--- src/design/sexp_pkg.sv ---
package sexp_pkg;

  // Lexer modes; codes that mean nothing act as idle.
  typedef enum logic [2:0] {
    MODE_IDLE   = 3'd0,
    MODE_TOKEN  = 3'd1,
    MODE_STRING = 3'd2,
    MODE_LINE   = 3'd3,
    MODE_SLASH  = 3'd4,
    MODE_BLOCK  = 3'd5
  } mode_e;

  // Token types carried on the word that closes a token.
  typedef enum logic [2:0] {
    TOK_SYMBOL = 3'd0,
    TOK_NUMBER = 3'd1,
    TOK_STRING = 3'd2,
    TOK_LPAREN = 3'd3,
    TOK_RPAREN = 3'd4,
    TOK_END    = 3'd5
  } tok_e;

  // Number shape while a token is open.
  localparam logic [1:0] SHAPE_NONE  = 2'd0;
  localparam logic [1:0] SHAPE_MINUS = 2'd1;
  localparam logic [1:0] SHAPE_DOT   = 2'd2;
  localparam logic [1:0] SHAPE_NUM   = 2'd3;

  // Character codes.
  localparam logic [7:0] CH_NUL    = 8'h00;
  localparam logic [7:0] CH_TAB    = 8'h09;
  localparam logic [7:0] CH_LF     = 8'h0A;
  localparam logic [7:0] CH_VT     = 8'h0B;
  localparam logic [7:0] CH_FF     = 8'h0C;
  localparam logic [7:0] CH_CR     = 8'h0D;
  localparam logic [7:0] CH_SPACE  = 8'h20;
  localparam logic [7:0] CH_DQUOTE = 8'h22;
  localparam logic [7:0] CH_HASH   = 8'h23;
  localparam logic [7:0] CH_SQUOTE = 8'h27;
  localparam logic [7:0] CH_LPAREN = 8'h28;
  localparam logic [7:0] CH_RPAREN = 8'h29;
  localparam logic [7:0] CH_STAR   = 8'h2A;
  localparam logic [7:0] CH_MINUS  = 8'h2D;
  localparam logic [7:0] CH_DOT    = 8'h2E;
  localparam logic [7:0] CH_SLASH  = 8'h2F;
  localparam logic [7:0] CH_0      = 8'h30;
  localparam logic [7:0] CH_9      = 8'h39;
  localparam logic [7:0] CH_SEMI   = 8'h3B;
  localparam logic [7:0] CH_UC_A   = 8'h41;
  localparam logic [7:0] CH_UC_Z   = 8'h5A;
  localparam logic [7:0] CH_UNDER  = 8'h5F;
  localparam logic [7:0] CH_LC_A   = 8'h61;
  localparam logic [7:0] CH_LC_Z   = 8'h7A;

  // One result word as it leaves the block.
  typedef struct packed {
    logic [7:0]  out_byte;
    logic        byte_valid;
    logic        token_end;
    tok_e        token_type;
    logic [15:0] start_line;
    logic [15:0] start_column;
    logic        last_result;
  } res_t;

  // Results of one accepted item, handed from the lexer core to the queue.
  typedef struct packed {
    logic [1:0] cnt;
    res_t       r0;
    res_t       r1;
  } push_t;

  function automatic logic is_digit(input logic [7:0] b);
    return (b >= CH_0) && (b <= CH_9);
  endfunction

  function automatic logic is_tok(input logic [7:0] b);
    return is_digit(b) || ((b >= CH_LC_A) && (b <= CH_LC_Z)) ||
           ((b >= CH_UC_A) && (b <= CH_UC_Z)) ||
           (b == CH_MINUS) || (b == CH_DOT) || (b == CH_UNDER);
  endfunction

  function automatic logic is_space(input logic [7:0] b);
    return (b == CH_SPACE) || (b == CH_TAB) || (b == CH_LF) ||
           (b == CH_VT) || (b == CH_FF);
  endfunction

  // Build a result word; the byte and the type read as zero when not flagged.
  function automatic res_t mk_res(input logic [7:0] b, input logic valid,
                                  input logic tend, input tok_e ttype,
                                  input logic [15:0] ln, input logic [15:0] cl);
    res_t r;
    r.out_byte     = valid ? b : 8'h00;
    r.byte_valid   = valid;
    r.token_end    = tend;
    r.token_type   = tend ? ttype : TOK_SYMBOL;
    r.start_line   = ln;
    r.start_column = cl;
    r.last_result  = 1'b0;
    return r;
  endfunction

endpackage

--- src/design/s_expression_char_lexer.sv ---
// With the result queue empty, a word's first result appears at the output in the
// cycle after the word is accepted; queued results ahead of it leave first.
// The block accepts one input word per cycle while the input is not stalled; a word
// may yield two results, and the four-entry result queue absorbs the difference.
// The input stalls while more than two results are queued.
// Reset (rst_ni low, asynchronous): idle between tokens, line 1, column 1, queue empty.
module s_expression_char_lexer #(
  parameter int POSITION_BITS = 16
) (
  input  logic                clk_i,
  input  logic                rst_ni,
  input  logic                in_valid_i,
  output logic                in_stall_o,
  input  logic [7:0]          text_byte_i,
  input  logic                end_mark_i,
  output logic                out_valid_o,
  input  logic                out_stall_i,
  output logic [7:0]          out_byte_o,
  output logic                byte_valid_o,
  output logic                token_end_o,
  output logic [2:0]          token_type_o,
  output logic [15:0]         start_line_o,
  output logic [15:0]         start_column_o,
  output logic                last_result_o
);
  import sexp_pkg::*;

  logic  in_acc;
  logic  out_pop;
  logic  full;
  push_t push;
  res_t  head;

  assign in_acc  = in_valid_i && !in_stall_o;
  assign out_pop = out_valid_o && !out_stall_i;
  assign in_stall_o = full;

  // Lexer state and per-word result generation.
  sexp_core #(
    .POSITION_BITS(POSITION_BITS)
  ) u_core (
    .clk_i      (clk_i),
    .rst_ni     (rst_ni),
    .acc_i      (in_acc),
    .text_byte_i(text_byte_i),
    .end_mark_i (end_mark_i),
    .push_o     (push)
  );

  // Result queue between the lexer and the output channel.
  sexp_fifo u_fifo (
    .clk_i  (clk_i),
    .rst_ni (rst_ni),
    .push_i (push),
    .pop_i  (out_pop),
    .full_o (full),
    .valid_o(out_valid_o),
    .head_o (head)
  );

  assign out_byte_o     = head.out_byte;
  assign byte_valid_o   = head.byte_valid;
  assign token_end_o    = head.token_end;
  assign token_type_o   = head.token_type;
  assign start_line_o   = head.start_line;
  assign start_column_o = head.start_column;
  assign last_result_o  = head.last_result;

`ifndef SYNTHESIS
  // The input only stalls while results are waiting.
  assert property (@(posedge clk_i) disable iff (!rst_ni)
    in_stall_o |-> out_valid_o)
    else $error("input stalled with no results queued");

  // An end mark always produces a result on the next cycle.
  assert property (@(posedge clk_i) disable iff (!rst_ni)
    (in_acc && end_mark_i) |=> out_valid_o)
    else $error("end mark produced no result");

  // A word without a token byte always closes a token.
  assert property (@(posedge clk_i) disable iff (!rst_ni)
    (out_valid_o && !byte_valid_o) |-> token_end_o)
    else $error("empty result word does not close a token");

  // With two results, only the second one closes the item.
  assert property (@(posedge clk_i) disable iff (!rst_ni)
    (push.cnt == 2'd2) |-> (!push.r0.last_result && push.r1.last_result))
    else $error("last flag misplaced on a two-result item");
`endif

endmodule

--- src/design/sexp_core.sv ---
module sexp_core #(
  parameter int POSITION_BITS = 16
) (
  input  logic           clk_i,
  input  logic           rst_ni,
  input  logic           acc_i,
  input  logic [7:0]     text_byte_i,
  input  logic           end_mark_i,
  output sexp_pkg::push_t push_o
);
  import sexp_pkg::*;

  localparam int CW = (POSITION_BITS > 16) ? POSITION_BITS : 16;
  localparam logic [POSITION_BITS-1:0] POS_ONE = POSITION_BITS'(1);
  localparam logic [POSITION_BITS-1:0] POS_MAX = {POSITION_BITS{1'b1}};

  // Saturate a position to the 16-bit output field.
  function automatic logic [15:0] cap16(input logic [POSITION_BITS-1:0] v);
    logic [CW-1:0] ext;
    ext = CW'(v);
    return (ext > CW'(16'hFFFF)) ? 16'hFFFF : ext[15:0];
  endfunction

  mode_e                    mode_q, mode_d;
  logic                     quote_q, quote_d;
  logic                     star_q, star_d;
  logic [1:0]               shape_q, shape_d;
  logic [POSITION_BITS-1:0] cur_line_q, cur_line_d;
  logic [POSITION_BITS-1:0] cur_col_q, cur_col_d;
  logic [POSITION_BITS-1:0] tok_line_q, tok_line_d;
  logic [POSITION_BITS-1:0] tok_col_q, tok_col_d;

  // Handling of a byte that may start a new token.
  mode_e      sb_mode;
  logic       sb_tok_set;
  logic       sb_quote;
  logic [1:0] sb_shape;
  logic       sb_emit;
  res_t       sb_res;

  always_comb begin
    sb_mode    = MODE_IDLE;
    sb_tok_set = 1'b0;
    sb_quote   = quote_q;
    sb_shape   = shape_q;
    sb_emit    = 1'b0;
    sb_res     = '0;
    if (is_space(text_byte_i)) begin
      sb_mode = MODE_IDLE;
    end else if ((text_byte_i == CH_SEMI) || (text_byte_i == CH_HASH)) begin
      sb_mode = MODE_LINE;
    end else if (text_byte_i == CH_SLASH) begin
      sb_mode = MODE_SLASH;
    end else begin
      sb_tok_set = 1'b1;
      if ((text_byte_i == CH_DQUOTE) || (text_byte_i == CH_SQUOTE)) begin
        sb_mode  = MODE_STRING;
        sb_quote = (text_byte_i == CH_SQUOTE);
      end else if (text_byte_i == CH_LPAREN) begin
        sb_emit = 1'b1;
        sb_res  = mk_res(text_byte_i, 1'b1, 1'b1, TOK_LPAREN,
                         cap16(cur_line_q), cap16(cur_col_q));
      end else if (text_byte_i == CH_RPAREN) begin
        sb_emit = 1'b1;
        sb_res  = mk_res(text_byte_i, 1'b1, 1'b1, TOK_RPAREN,
                         cap16(cur_line_q), cap16(cur_col_q));
      end else if (is_tok(text_byte_i)) begin
        sb_mode  = MODE_TOKEN;
        sb_emit  = 1'b1;
        sb_shape = is_digit(text_byte_i)      ? SHAPE_NUM :
                   (text_byte_i == CH_MINUS)  ? SHAPE_MINUS :
                   (text_byte_i == CH_DOT)    ? SHAPE_DOT : SHAPE_NONE;
        sb_res   = mk_res(text_byte_i, 1'b1, 1'b0, TOK_SYMBOL,
                          cap16(cur_line_q), cap16(cur_col_q));
      end else begin
        sb_emit = 1'b1;
        sb_res  = mk_res(text_byte_i, 1'b1, 1'b1, TOK_SYMBOL,
                         cap16(cur_line_q), cap16(cur_col_q));
      end
    end
  end

  // Main step: next state and up to two result words.
  tok_e close_type;
  logic use_sb;
  logic sb_slot1;
  res_t r0, r1;
  logic [1:0] cnt;
  logic [7:0] quote_char;

  assign close_type = (shape_q == SHAPE_NUM) ? TOK_NUMBER : TOK_SYMBOL;
  assign quote_char = quote_q ? CH_SQUOTE : CH_DQUOTE;

  always_comb begin
    mode_d     = mode_q;
    quote_d    = quote_q;
    star_d     = star_q;
    shape_d    = shape_q;
    cur_line_d = cur_line_q;
    cur_col_d  = cur_col_q;
    tok_line_d = tok_line_q;
    tok_col_d  = tok_col_q;
    r0         = '0;
    r1         = '0;
    cnt        = 2'd0;
    use_sb     = 1'b0;
    sb_slot1   = 1'b0;
    if (acc_i) begin
      if (end_mark_i) begin
        // Close any open token, emit the end token, then restart.
        if ((mode_q == MODE_TOKEN) || (mode_q == MODE_STRING)) begin
          r0  = mk_res(8'h00, 1'b0, 1'b1,
                       (mode_q == MODE_TOKEN) ? close_type : TOK_STRING,
                       cap16(tok_line_q), cap16(tok_col_q));
          r1  = mk_res(8'h00, 1'b0, 1'b1, TOK_END,
                       cap16(cur_line_q), cap16(cur_col_q));
          cnt = 2'd2;
        end else begin
          r0  = mk_res(8'h00, 1'b0, 1'b1, TOK_END,
                       cap16(cur_line_q), cap16(cur_col_q));
          cnt = 2'd1;
        end
        mode_d     = MODE_IDLE;
        quote_d    = 1'b0;
        star_d     = 1'b0;
        shape_d    = SHAPE_NONE;
        cur_line_d = POS_ONE;
        cur_col_d  = POS_ONE;
        tok_line_d = POS_ONE;
        tok_col_d  = POS_ONE;
      end else if ((text_byte_i != CH_CR) && (text_byte_i != CH_NUL)) begin
        // Position advance with saturation.
        if (text_byte_i == CH_LF) begin
          if (cur_line_q != POS_MAX) cur_line_d = cur_line_q + POS_ONE;
          cur_col_d = POS_ONE;
        end else if (cur_col_q != POS_MAX) begin
          cur_col_d = cur_col_q + POS_ONE;
        end
        unique case (mode_q)
          MODE_TOKEN: begin
            if (is_tok(text_byte_i)) begin
              if (shape_q == SHAPE_MINUS) begin
                shape_d = is_digit(text_byte_i)     ? SHAPE_NUM :
                          (text_byte_i == CH_DOT)   ? SHAPE_DOT : SHAPE_NONE;
              end else if (shape_q == SHAPE_DOT) begin
                shape_d = is_digit(text_byte_i) ? SHAPE_NUM : SHAPE_NONE;
              end
              r0  = mk_res(text_byte_i, 1'b1, 1'b0, TOK_SYMBOL,
                           cap16(tok_line_q), cap16(tok_col_q));
              cnt = 2'd1;
            end else begin
              r0       = mk_res(8'h00, 1'b0, 1'b1, close_type,
                                cap16(tok_line_q), cap16(tok_col_q));
              cnt      = 2'd1;
              use_sb   = 1'b1;
              sb_slot1 = 1'b1;
            end
          end
          MODE_STRING: begin
            if (text_byte_i == quote_char) begin
              r0     = mk_res(8'h00, 1'b0, 1'b1, TOK_STRING,
                              cap16(tok_line_q), cap16(tok_col_q));
              mode_d = MODE_IDLE;
            end else begin
              r0 = mk_res(text_byte_i, 1'b1, 1'b0, TOK_SYMBOL,
                          cap16(tok_line_q), cap16(tok_col_q));
            end
            cnt = 2'd1;
          end
          MODE_LINE: begin
            if (text_byte_i == CH_LF) mode_d = MODE_IDLE;
          end
          MODE_SLASH: begin
            if (text_byte_i == CH_SLASH) begin
              mode_d = MODE_LINE;
            end else if (text_byte_i == CH_STAR) begin
              mode_d = MODE_BLOCK;
              star_d = 1'b0;
            end else begin
              use_sb = 1'b1;
            end
          end
          MODE_BLOCK: begin
            if ((text_byte_i == CH_SLASH) && star_q) begin
              mode_d = MODE_IDLE;
              star_d = 1'b0;
            end else begin
              star_d = (text_byte_i == CH_STAR);
            end
          end
          default: begin
            use_sb = 1'b1;
          end
        endcase
        // Apply the token-start handling where the byte begins something new.
        if (use_sb) begin
          mode_d  = sb_mode;
          quote_d = sb_quote;
          shape_d = sb_shape;
          if (sb_tok_set) begin
            tok_line_d = cur_line_q;
            tok_col_d  = cur_col_q;
          end
          if (sb_emit) begin
            if (sb_slot1) begin
              r1  = sb_res;
              cnt = 2'd2;
            end else begin
              r0  = sb_res;
              cnt = 2'd1;
            end
          end
        end
      end
    end
    // Flag the final word of this item.
    if (cnt == 2'd2) begin
      r1.last_result = 1'b1;
    end else if (cnt == 2'd1) begin
      r0.last_result = 1'b1;
    end
  end

  assign push_o.cnt = cnt;
  assign push_o.r0  = r0;
  assign push_o.r1  = r1;

  always_ff @(posedge clk_i or negedge rst_ni) begin
    if (!rst_ni) begin
      mode_q     <= MODE_IDLE;
      quote_q    <= 1'b0;
      star_q     <= 1'b0;
      shape_q    <= SHAPE_NONE;
      cur_line_q <= POS_ONE;
      cur_col_q  <= POS_ONE;
      tok_line_q <= POS_ONE;
      tok_col_q  <= POS_ONE;
    end else begin
      mode_q     <= mode_d;
      quote_q    <= quote_d;
      star_q     <= star_d;
      shape_q    <= shape_d;
      cur_line_q <= cur_line_d;
      cur_col_q  <= cur_col_d;
      tok_line_q <= tok_line_d;
      tok_col_q  <= tok_col_d;
    end
  end

endmodule

--- src/design/sexp_fifo.sv ---
module sexp_fifo (
  input  logic            clk_i,
  input  logic            rst_ni,
  input  sexp_pkg::push_t push_i,
  input  logic            pop_i,
  output logic            full_o,
  output logic            valid_o,
  output sexp_pkg::res_t  head_o
);
  import sexp_pkg::*;

  localparam int DEPTH = 4;

  res_t       entry_q [DEPTH];
  logic [1:0] wr_q, wr_d;
  logic [1:0] rd_q, rd_d;
  logic [2:0] count_q, count_d;
  logic [1:0] wr_next;

  assign wr_next = wr_q + 2'd1;
  assign valid_o = (count_q != 3'd0);
  // Room must remain for the two words an item can produce.
  assign full_o  = (count_q > 3'd2);
  assign head_o  = entry_q[rd_q];

  // Pointer and fill bookkeeping.
  always_comb begin
    wr_d    = wr_q + push_i.cnt;
    rd_d    = pop_i ? rd_q + 2'd1 : rd_q;
    count_d = count_q + {1'b0, push_i.cnt} - {2'b00, pop_i};
  end

  always_ff @(posedge clk_i or negedge rst_ni) begin
    if (!rst_ni) begin
      wr_q    <= '0;
      rd_q    <= '0;
      count_q <= '0;
    end else begin
      wr_q    <= wr_d;
      rd_q    <= rd_d;
      count_q <= count_d;
    end
  end

  // Result storage; payload needs no reset.
  always_ff @(posedge clk_i) begin
    if (push_i.cnt != 2'd0) entry_q[wr_q] <= push_i.r0;
    if (push_i.cnt == 2'd2) entry_q[wr_next] <= push_i.r1;
  end

endmodule
--- config.mk ---
export PLATFORM = sky130hd
export DESIGN_NAME = s_expression_char_lexer
export DESIGN_NICKNAME = d
export VERILOG_FILES = /design/src/design/sexp_pkg.sv /design/src/design/s_expression_char_lexer.sv /design/src/design/sexp_core.sv /design/src/design/sexp_fifo.sv
export SDC_FILE = /design/constraint.sdc
export NUM_CORES = 1
export LEC_CHECK = 0
export BUFFER_PORTS_ARGS = -buffer_cell sky130_fd_sc_hd__buf_4
export CAP_MARGIN = 20
export CORE_MARGIN = 5
export CORE_UTILIZATION = 35
export CTS_BUF_LIST = sky130_fd_sc_hd__clkbuf_8
export CTS_CLUSTER_DIAMETER = 100
export DETAILED_ROUTE_END_ITERATION = 8
export GPL_ROUTABILITY_DRIVEN = 0
export PLACE_DENSITY = 0.61
export SLEW_MARGIN = 20
export SYNTH_ARGS = -nofsm -noshare
export SYNTH_HDL_FRONTEND = slang
export SYNTH_SLANG_ARGS = --single-unit
--- constraint.sdc ---
create_clock -name clk_i -period 10.08 [get_ports clk_i]
set_input_delay 2.52 -clock clk_i [delete_from_list [all_inputs] [get_ports clk_i]]
set_output_delay 2.52 -clock clk_i [all_outputs]
set_load 0.005 [all_outputs]
### After elaboration in Yosys (flattened, before gate mapping)

Memory sizes are Yosys's and may differ from the RTL's.
Index checks and enable logic that the tools add are counted.

* memories kept: 1
* memory bits (writable): 184
* bits in registers: 78
* bits in read-only memories: 0
* latch bits: 0
* input port bits: 13
* logic and storage cells: 249
* output and inout bits: 48

Memories
* u_fifo.entry_q: words 4, bits a word 46, rd ports 1, clocked after memory_dff 0, write ports 2, line sexp_fifo.sv:14 `res_t entry_q [DEPTH];`

* divide/modulo/power cells: 0
* reduce and logical (&&, ||, !) cells: 46
* bitwise logic cells: 0
* muxes and demuxes: 128
* order comparisons: 11
* shift-type cells: 0
* add/subtract/negate cells: 7
* $mul: 0
* equal/unequal tests: 45

Operators by type and width (number)
* $mux 46: 18
* $mux 16: 20
* $mux 37: 4
* $pmux 46 s2: 1
* $eq 8x6->1 const B: 11
* $gt 16x16->1 const B: 4
* $mux 2: 26
* $mux 3: 16
* $mux 1: 39
* $mux 36: 1
* $add 16x1->16 const B: 2
* $eq 8x4->1 const B: 4
* $ne 16x16->1 const B: 2
* $ne 3x3->1 const B: 7
* $ge 8x7->1 const B: 2
* $le 8x7->1 const B: 2
* $reduce_bool 3->1: 5
* $reduce_and 7->1: 2
* $reduce_bool 2->1: 7
* $logic_or 1x1->1: 12
* $pmux 3 s4: 1
* $reduce_and 12->1: 1
* $eq 8x6->1: 1
* $eq 8x7->1 const B: 1
* 31 further kinds: 48

### Logic depth before layout (Yosys ltp)

Gate-level depths: netlist of the first run.

* word-level depth: 22
* depth in mapped cells: 16
* depth with buffers taken out: 12

### Modules after synthesis

A second synthesis of the first run with hierarchy kept.

* cell total of the unflattened synthesis: 1133
* area, all modules: 14980.6 µm²

Modules (own cells, without submodules)
* sexp_fifo: area each 9636.7 µm², times used 1, sequential area each 5700.5 µm², cells each 484
* sexp_core: area each 5316.3 µm², times used 1, sequential area each 1781.7 µm², cells each 647
* s_expression_char_lexer: area each 27.5 µm², times used 1, sequential area each 0.0 µm², cells each 2

### Least setup slack after synthesis of the first run

OpenSTA, ideal clock, no wires.

* kind: input -> register
* from: input text_byte_i[6]
* to: memory u_fifo.entry_q[0][0] (netlist bit) (enable)
* path buffers: 2
* setup time: 0.609 ns
* data arrival time: 9.594 ns
* stages: 9
* setup slack: -0.123 ns
* data required time: 9.471 ns
* path through: buf_2 > or4_4 > a211oi_2 > or3_1 > buf_4 > nor4_1 > o31ai_1 > nand2_1 > o311ai_0

RTL lines
* start: declaration: line s_expression_char_lexer.sv:14 `input logic [7:0] text_byte_i,`
* end: declaration: line sexp_fifo.sv:14

==> results.sh, run 1 <==
export IMPL_synthFlopType="edfxtp_1"
export IMPL_async_flop_share_pct=29.8
export IMPL_ys_ff_latch=262
export IMPL_slew_violations=0
export IMPL_min_from="u_fifo.count_q[2]"
export IMPL_cp_data_required_time_ps=10320
export IMPL_wl_met2_mm=19.1
export IMPL_area_growth_pct=11.4
export IMPL_drcViolationCount=0
export IMPL_powerDensity_nw_per_um2=235
export IMPL_drive_gt1_share_pct=26.7
export IMPL_drt_iter0_markers=1198
export IMPL_syn_area_per_cell_um2=11.6
export IMPL_rsz0062_at_grt="no"
export IMPL_holdBufCountCts=0
export IMPL_max_slew_margin_pct=26.2
export IMPL_cts_buffers=47
export IMPL_cp_end_kind="register"
export IMPL_die_h_um=214
export IMPL_root_buffer="clkbuf_8"
export IMPL_synthesis_area_um2=14600
export IMPL_holdPathStages=1
export IMPL_cts_tree="built"
export IMPL_fmax_mhz=167
export IMPL_htreeDepth=2
export IMPL_post_route_period_util_pct=59.5
export IMPL_wl_per_cell_um=21.6
export IMPL_clk_path_buf_depth=3
export IMPL_grt_max_degree=66
export IMPL_outcome="completed"
export IMPL_min_period_ps=6000
export IMPL_dp_hpwl_mm=23.5
export IMPL_seq_area_frac_synth_pct=51.4
export IMPL_overflow=0
export IMPL_num_fill_cells=3928
export IMPL_totalWireLength_mm=39.5
export IMPL_final_cell_mix="edfxtp_1, nand2_1, mux2_2"
export IMPL_vias=10400
export IMPL_synth_cell_types=72
export IMPL_mostFrequentLayoutCell="edfxtp_1"
export IMPL_fin_skew_ps=12.1
export IMPL_vdd_drop_max_mv=0.0961
export IMPL_ios=61
export IMPL_vias_per_cell=5.69
export IMPL_hold_viol=0
export IMPL_clk_latency_ps=570
export IMPL_worstReg2RegStart="u_core.mode_q[0]"
export IMPL_regToRegSetupSlack_ps=5350
export IMPL_crit_path_max_fanout=34
export IMPL_highest_signal_layer="met4"
export IMPL_antenna_cells=0
export IMPL_port_buffers=60
export IMPL_numClockSinks=262
export IMPL_core_area_um2=41000
export IMPL_r2r_end="u_fifo.entry_q[3][34]"
export IMPL_grt_total_usage_pct=16.7
export IMPL_worst_setup_path_type="input pin to register"
export IMPL_maxCapViolCount=0
export IMPL_fin_tns_setup_ps=0
export IMPL_clk_pin_slew_ps=50
export IMPL_hold_path_class="register to register"
export IMPL_start_util_pct=35.5
export IMPL_detail_route_antenna_nets=0
export IMPL_ctsResizeCount=0
export IMPL_synth_cells=1250
export IMPL_rows=74
export IMPL_holdWs_ps=491
export IMPL_setup_viol=0
export IMPL_drt_met1_wl_mm=16.8
export IMPL_p_leak_uw=0.00622
export IMPL_finalNetCount=1282
export IMPL_fp_dieW_um=214
export IMPL_hold_end="u_fifo.count_q[2]"
export IMPL_cts_setup_buffers=0
export IMPL_r2r_cells=6
export IMPL_startpoint_type="input pin"
export IMPL_synth_edf_count=184
export IMPL_wl_met3_mm=2.56
export IMPL_first_global_vias=10600
export IMPL_first_pass_iters=7
export IMPL_fp_dieArea_um2=45800
export IMPL_worst_pin_slew_ps=1100
export IMPL_grt_antenna_before_repair=0
export IMPL_cp_arrival_ps=6230
export IMPL_syn_nets=1273
export IMPL_grt_pass1_wl_mm=61.8
export IMPL_yosysWarnings=0
-- worst max-delay path, stage by stage --
cell       delay [ps]
buf_4             150
or3_1             370
a2111oi_1         520
or3_1             330
nor3_1             80
and3_1            470
o21ai_4           650
buf_4             490
o311ai_2          200
buf_4             380
-- cell families (layout without fill, tap and decap cells) --
| logic type | after synthesis | in the layout | share of synthesized area (%) |
|---|---|---|---|
| simple gates | 382 | 382 | 12.3 |
| flops | 262 | 262 | 51.4 |
| compound gates | 243 | 243 | 11.4 |
| mux | 183 | 183 | 17.8 |
| buf+inv | 143 | 188 | 4.63 |
| xor+xnor | 27 | 27 | 1.63 |
| fa+ha+maj | 10 | 10 | 0.911 |
-- per-stage QoR --
stage	std cells	total power (uW)	setup slack, ps	cell area, um^2	utilization, %
after floorplan	1250	2320	-123	14600	-
after global placement	1742	2860	3640	15300	37.3
after detailed placement	1742	2890	3550	15300	37.3
after CTS	1827	3860	4130	16200	39.5
after global routing	1827	4020	3900	16200	39.5
final	1827	3810	4080	16200	39.5
-- how the worst max path moves through the flow --
stage / startpoint / to / slack, ps
2_1_floorplan: text_byte_i[6] / u_fifo.entry_q[0][0] / -120
3_3_place_gp: text_byte_i[6] / u_fifo.entry_q[2][6] / 3640
3_5_place_dp: text_byte_i[0] / u_fifo.entry_q[3][27] / 3550
4_1_cts: text_byte_i[0] / u_fifo.entry_q[3][34] / 4130
5_1_grt: text_byte_i[0] / u_fifo.entry_q[3][34] / 3900
6_report: text_byte_i[6] / u_fifo.entry_q[2][12] / 4080
-- area by class of cell --
class / instances / area, um^2 / share of cell area, %
repair buffers: 83 / 623 / 3.84
clock inverters: 31 / 154 / 0.949
inverters: 20 / 75.1 / 0.463
multi-input cells: 845 / 6470 / 39.9
flip-flops and latches: 262 / 7490 / 46.2
well taps: 532 / 666 / 4.11
clock buffers: 54 / 743 / 4.58
-- per-layer routing --
metal | up-vias | global-route usage (%)
li1 | 4730 | -
met1 | 5207 | 22.5
met2 | 389 | 27.7
met3 | 77 | 2.89
met4 | 0 | 5.35
met5 | - | 0
-- state kept, by name (all words and copies together) (netlist names) --
signal	flops
u_fifo.entry_q	184
u_core.cur_col_q	16
u_core.cur_line_q	16
u_core.tok_col_q	16
u_core.tok_line_q	16
u_core.mode_q	3
u_fifo.count_q	3
u_core.shape_q	2
u_fifo.rd_q	2
u_fifo.wr_q	2
u_core.quote_q	1
u_core.star_q	1
-- report_power, final --
part,leakage (uW),total [uW],internal (uW),switching [uW]
Combinational,0.00296,1320,550,766
Clock,0.000520,962,512,450
Sequential,0.00274,1530,1370,162
-- cells in the mapped netlist, drive strengths merged (11+ instances only) --
cell type | count | area share, %
and3 | 18 | 0.77
a21oi | 64 | 2.2
xor2 | 18 | 1.1
nand3 | 16 | 0.55
inv | 20 | 0.52
mux4 | 46 | 7.1
clkbuf | 70 | 1.8
edfxtp | 184 | 38
o21ai | 73 | 2.7
nor2 | 86 | 2.2
buf | 53 | 2.3
nor3 | 14 | 0.52
dfrtp | 74 | 13
nor2b | 11 | 0.47
a22oi | 31 | 1.6
mux2 | 128 | 10
a222oi | 32 | 2.2
nand2 | 169 | 4.4
nand4 | 15 | 0.64
(Power assumes the default switching activity.)
==> run 2, diff against run 1 <==
--- a/config.mk
+++ b/config.mk
@@ -5,6 +5,7 @@
 export SDC_FILE = /design/constraint.sdc
 export NUM_CORES = 1
 export LEC_CHECK = 0
+export ABC_AREA = 1
 export BUFFER_PORTS_ARGS = -buffer_cell sky130_fd_sc_hd__buf_4
 export CAP_MARGIN = 20
 export CORE_MARGIN = 5
==> constraint.sdc (replaced) <==
create_clock -name clk_i -period 5.95 [get_ports clk_i]
set_input_delay 1.4875 -clock clk_i [delete_from_list [all_inputs] [get_ports clk_i]]
set_output_delay 1.4875 -clock clk_i [all_outputs]
set_load 0.005 [all_outputs]
==> results.sh, run 2 <==
export IMPL_startpoint_type="register"
export IMPL_largest_reg_flops=184
export IMPL_wl_per_cell_um=18.1
export IMPL_fin_skew_ps=30.0
export IMPL_regToRegSetupSlack_ps=1620
export IMPL_regMostFlops="u_fifo.entry_q"
export IMPL_dpl_cell_count=2355
export IMPL_slowest_stage="inv_1"
export IMPL_clk_pin_slew_ps=60
export IMPL_fp_dieArea_um2=46400
export IMPL_yosysMostFrequentCell="nand2_1"
export IMPL_start_util_pct=35.3
export IMPL_post_synth_top_area_cell="edfxtp_1"
export IMPL_vdd_drop_max_mv=0.198
export IMPL_fin_tns_setup_ps=0
export IMPL_fp_dieW_um=215
export IMPL_vias_per_cell=5.42
export IMPL_rsz0062_at_grt="no"
export IMPL_final_cell_mix="nand2_1, nand3_1, o21ai_0"
export IMPL_synth_edf_count=184
export IMPL_hold_path_class="register to register"
export IMPL_overflow=0
export IMPL_placed_area_um2=15600
export IMPL_first_pass_iters=7
export IMPL_numClockSinks=262
export IMPL_dp_hpwl_mm=27.8
export IMPL_power_total_uw=7730
export IMPL_crit_chain="buf_4 -> inv_1 -> buf_4 -> o21ai_0 -> o22ai_1 -> buf_4"
export IMPL_first_global_vias=12800
export IMPL_min_period_ps=4520
export IMPL_min_from="u_core.tok_line_q[12]"
export IMPL_htreeDepth=2
export IMPL_clk_path_buf_depth=3
export IMPL_yosys_top_cells_area="edfxtp_1, nand2_1, dfrtp_1"
export IMPL_slew_violations=0
export IMPL_area_growth_pct=11.4
export IMPL_synth_top_area_share_pct=37.4
export IMPL_worst_setup_path_type="register to output pin"
export IMPL_syn_area_per_cell_um2=7.92
export IMPL_holdPathStages=2
export IMPL_synth_cell_types=39
export IMPL_r2r_end="u_fifo.entry_q[0][16]"
export IMPL_powerDensity_nw_per_um2=469
export IMPL_cp_data_required_time_ps=4460
export IMPL_worstReg2RegStart="u_core.mode_q[1]"
export IMPL_core_area_um2=41900
export IMPL_cp_arrival_ps=3030
export IMPL_fmax_mhz=221
export IMPL_drt_iter0_markers=1184
export IMPL_synth_common_cells="nand2_1, nand3_1, o21ai_0"
export IMPL_synthesis_area_um2=14800
export IMPL_grt_total_usage_pct=18.5
export IMPL_vias=13200
export IMPL_ctsResizeCount=0
export IMPL_hold_viol=0
export IMPL_drcViolationCount=0
export IMPL_cp_common_cell="buf_4"
export IMPL_finalNonFillerCells=2443
export IMPL_syn_nets=1890
export IMPL_clk_latency_ps=580
export IMPL_totalWireLength_mm=44.2
export IMPL_synth_cells=1867
export IMPL_cts_buffers=47
export IMPL_path_delay_family="buffers and inverters"
export IMPL_maxCapViolCount=0
export IMPL_max_slew_margin_pct=33.0
export IMPL_crit_path_max_fanout=47
export IMPL_yosysWarnings=0
export IMPL_ios=61
export IMPL_antenna_cells=0
export IMPL_worst_pin_slew_ps=1000
export IMPL_setup_viol=0
export IMPL_ys_ff_latch=262
export IMPL_root_buffer="clkbuf_8"
export IMPL_outcome="completed"
export IMPL_crit_buf_inv=4
export IMPL_cp_end_kind="output pin"
export IMPL_seq_area_frac_synth_pct=50.6
export IMPL_grt_max_degree=81
export IMPL_r2r_cells=13
export IMPL_async_flop_share_pct=29.8
export IMPL_slowest_delay_ps=820
export IMPL_grt_antenna_before_repair=0
export IMPL_die_h_um=215
export IMPL_mostFrequentLayoutCell="nand2_1"
export IMPL_grt_pass1_wl_mm=70.5
export IMPL_final_area_um2=16500
export IMPL_rows=75
export IMPL_cts_tree="built"
export IMPL_drive_gt1_share_pct=10.5
export IMPL_holdBufCountCts=0
export IMPL_finalNetCount=1888
export IMPL_p_leak_uw=0.00695
export IMPL_holdWs_ps=494
export IMPL_detail_route_antenna_nets=0
export IMPL_hold_end="u_core.tok_line_q[12]"
export IMPL_port_buffers=60
export IMPL_synthFlopType="edfxtp_1"
export IMPL_cts_setup_buffers=0
export IMPL_post_route_period_util_pct=75.9
[run 2: worst min-delay path, cell delays in order (launching register included)]
cell     delay, ps
dfrtp_1        340
nand2_1         50
o21ai_0         60
[run 2: metal layers]
layer	part of all wire [%]	track usage [%]
met4	2.8	6.12
met3	6.9	3.28
met5	0	0
met1	43	24.5
met2	48	30.9
[run 2: final cells by class]
type / instances / area (um^2)
fillers: 4242 / 25400
flip-flops and latches: 262 / 7480
multi-input cells: 1347 / 6270
repair buffers: 88 / 686
clock buffers: 49 / 674
well taps: 539 / 674
inverters: 119 / 447
clock inverters: 39 / 238
[run 2: how the worst max path moves through the flow]
stage	start	end	slack, ps	depth (start not counted)
after floorplan	text_byte_i[2]	u_fifo.entry_q[1][0]	1600	13
after global placement	text_byte_i[4]	u_core.tok_line_q[12]	1110	17
after detailed placement	text_byte_i[6]	u_fifo.entry_q[0][16]	1080	16
after CTS	u_fifo.rd_q[1]	start_column_o[11]	1350	6
after global routing	u_fifo.rd_q[0]	start_line_o[2]	1230	5
final	u_fifo.rd_q[1]	token_end_o	1430	6
[run 2: where the power goes]
group	leakage, uW	internal, uW	switching [uW]
Clock	0.000542	893	759
Combinational	0.00364	1080	2280
Sequential	0.00276	2450	272
[run 2: kinds of logic after synthesis]
family | share of synthesized area [%]
xor+xnor | 0.830
fa+ha+maj | 0.897
buf+inv | 7.08
flops | 50.6
compound gates | 12.1
simple gates | 28.4
[run 2: metrics by stage]
step                      util, %  setup slack [ps]
after detailed placement     37.2              1080
final                        39.4              1430
after floorplan                 -              1600
after global placement       37.2              1110
after CTS                    39.4              1350
after global routing         39.4              1230
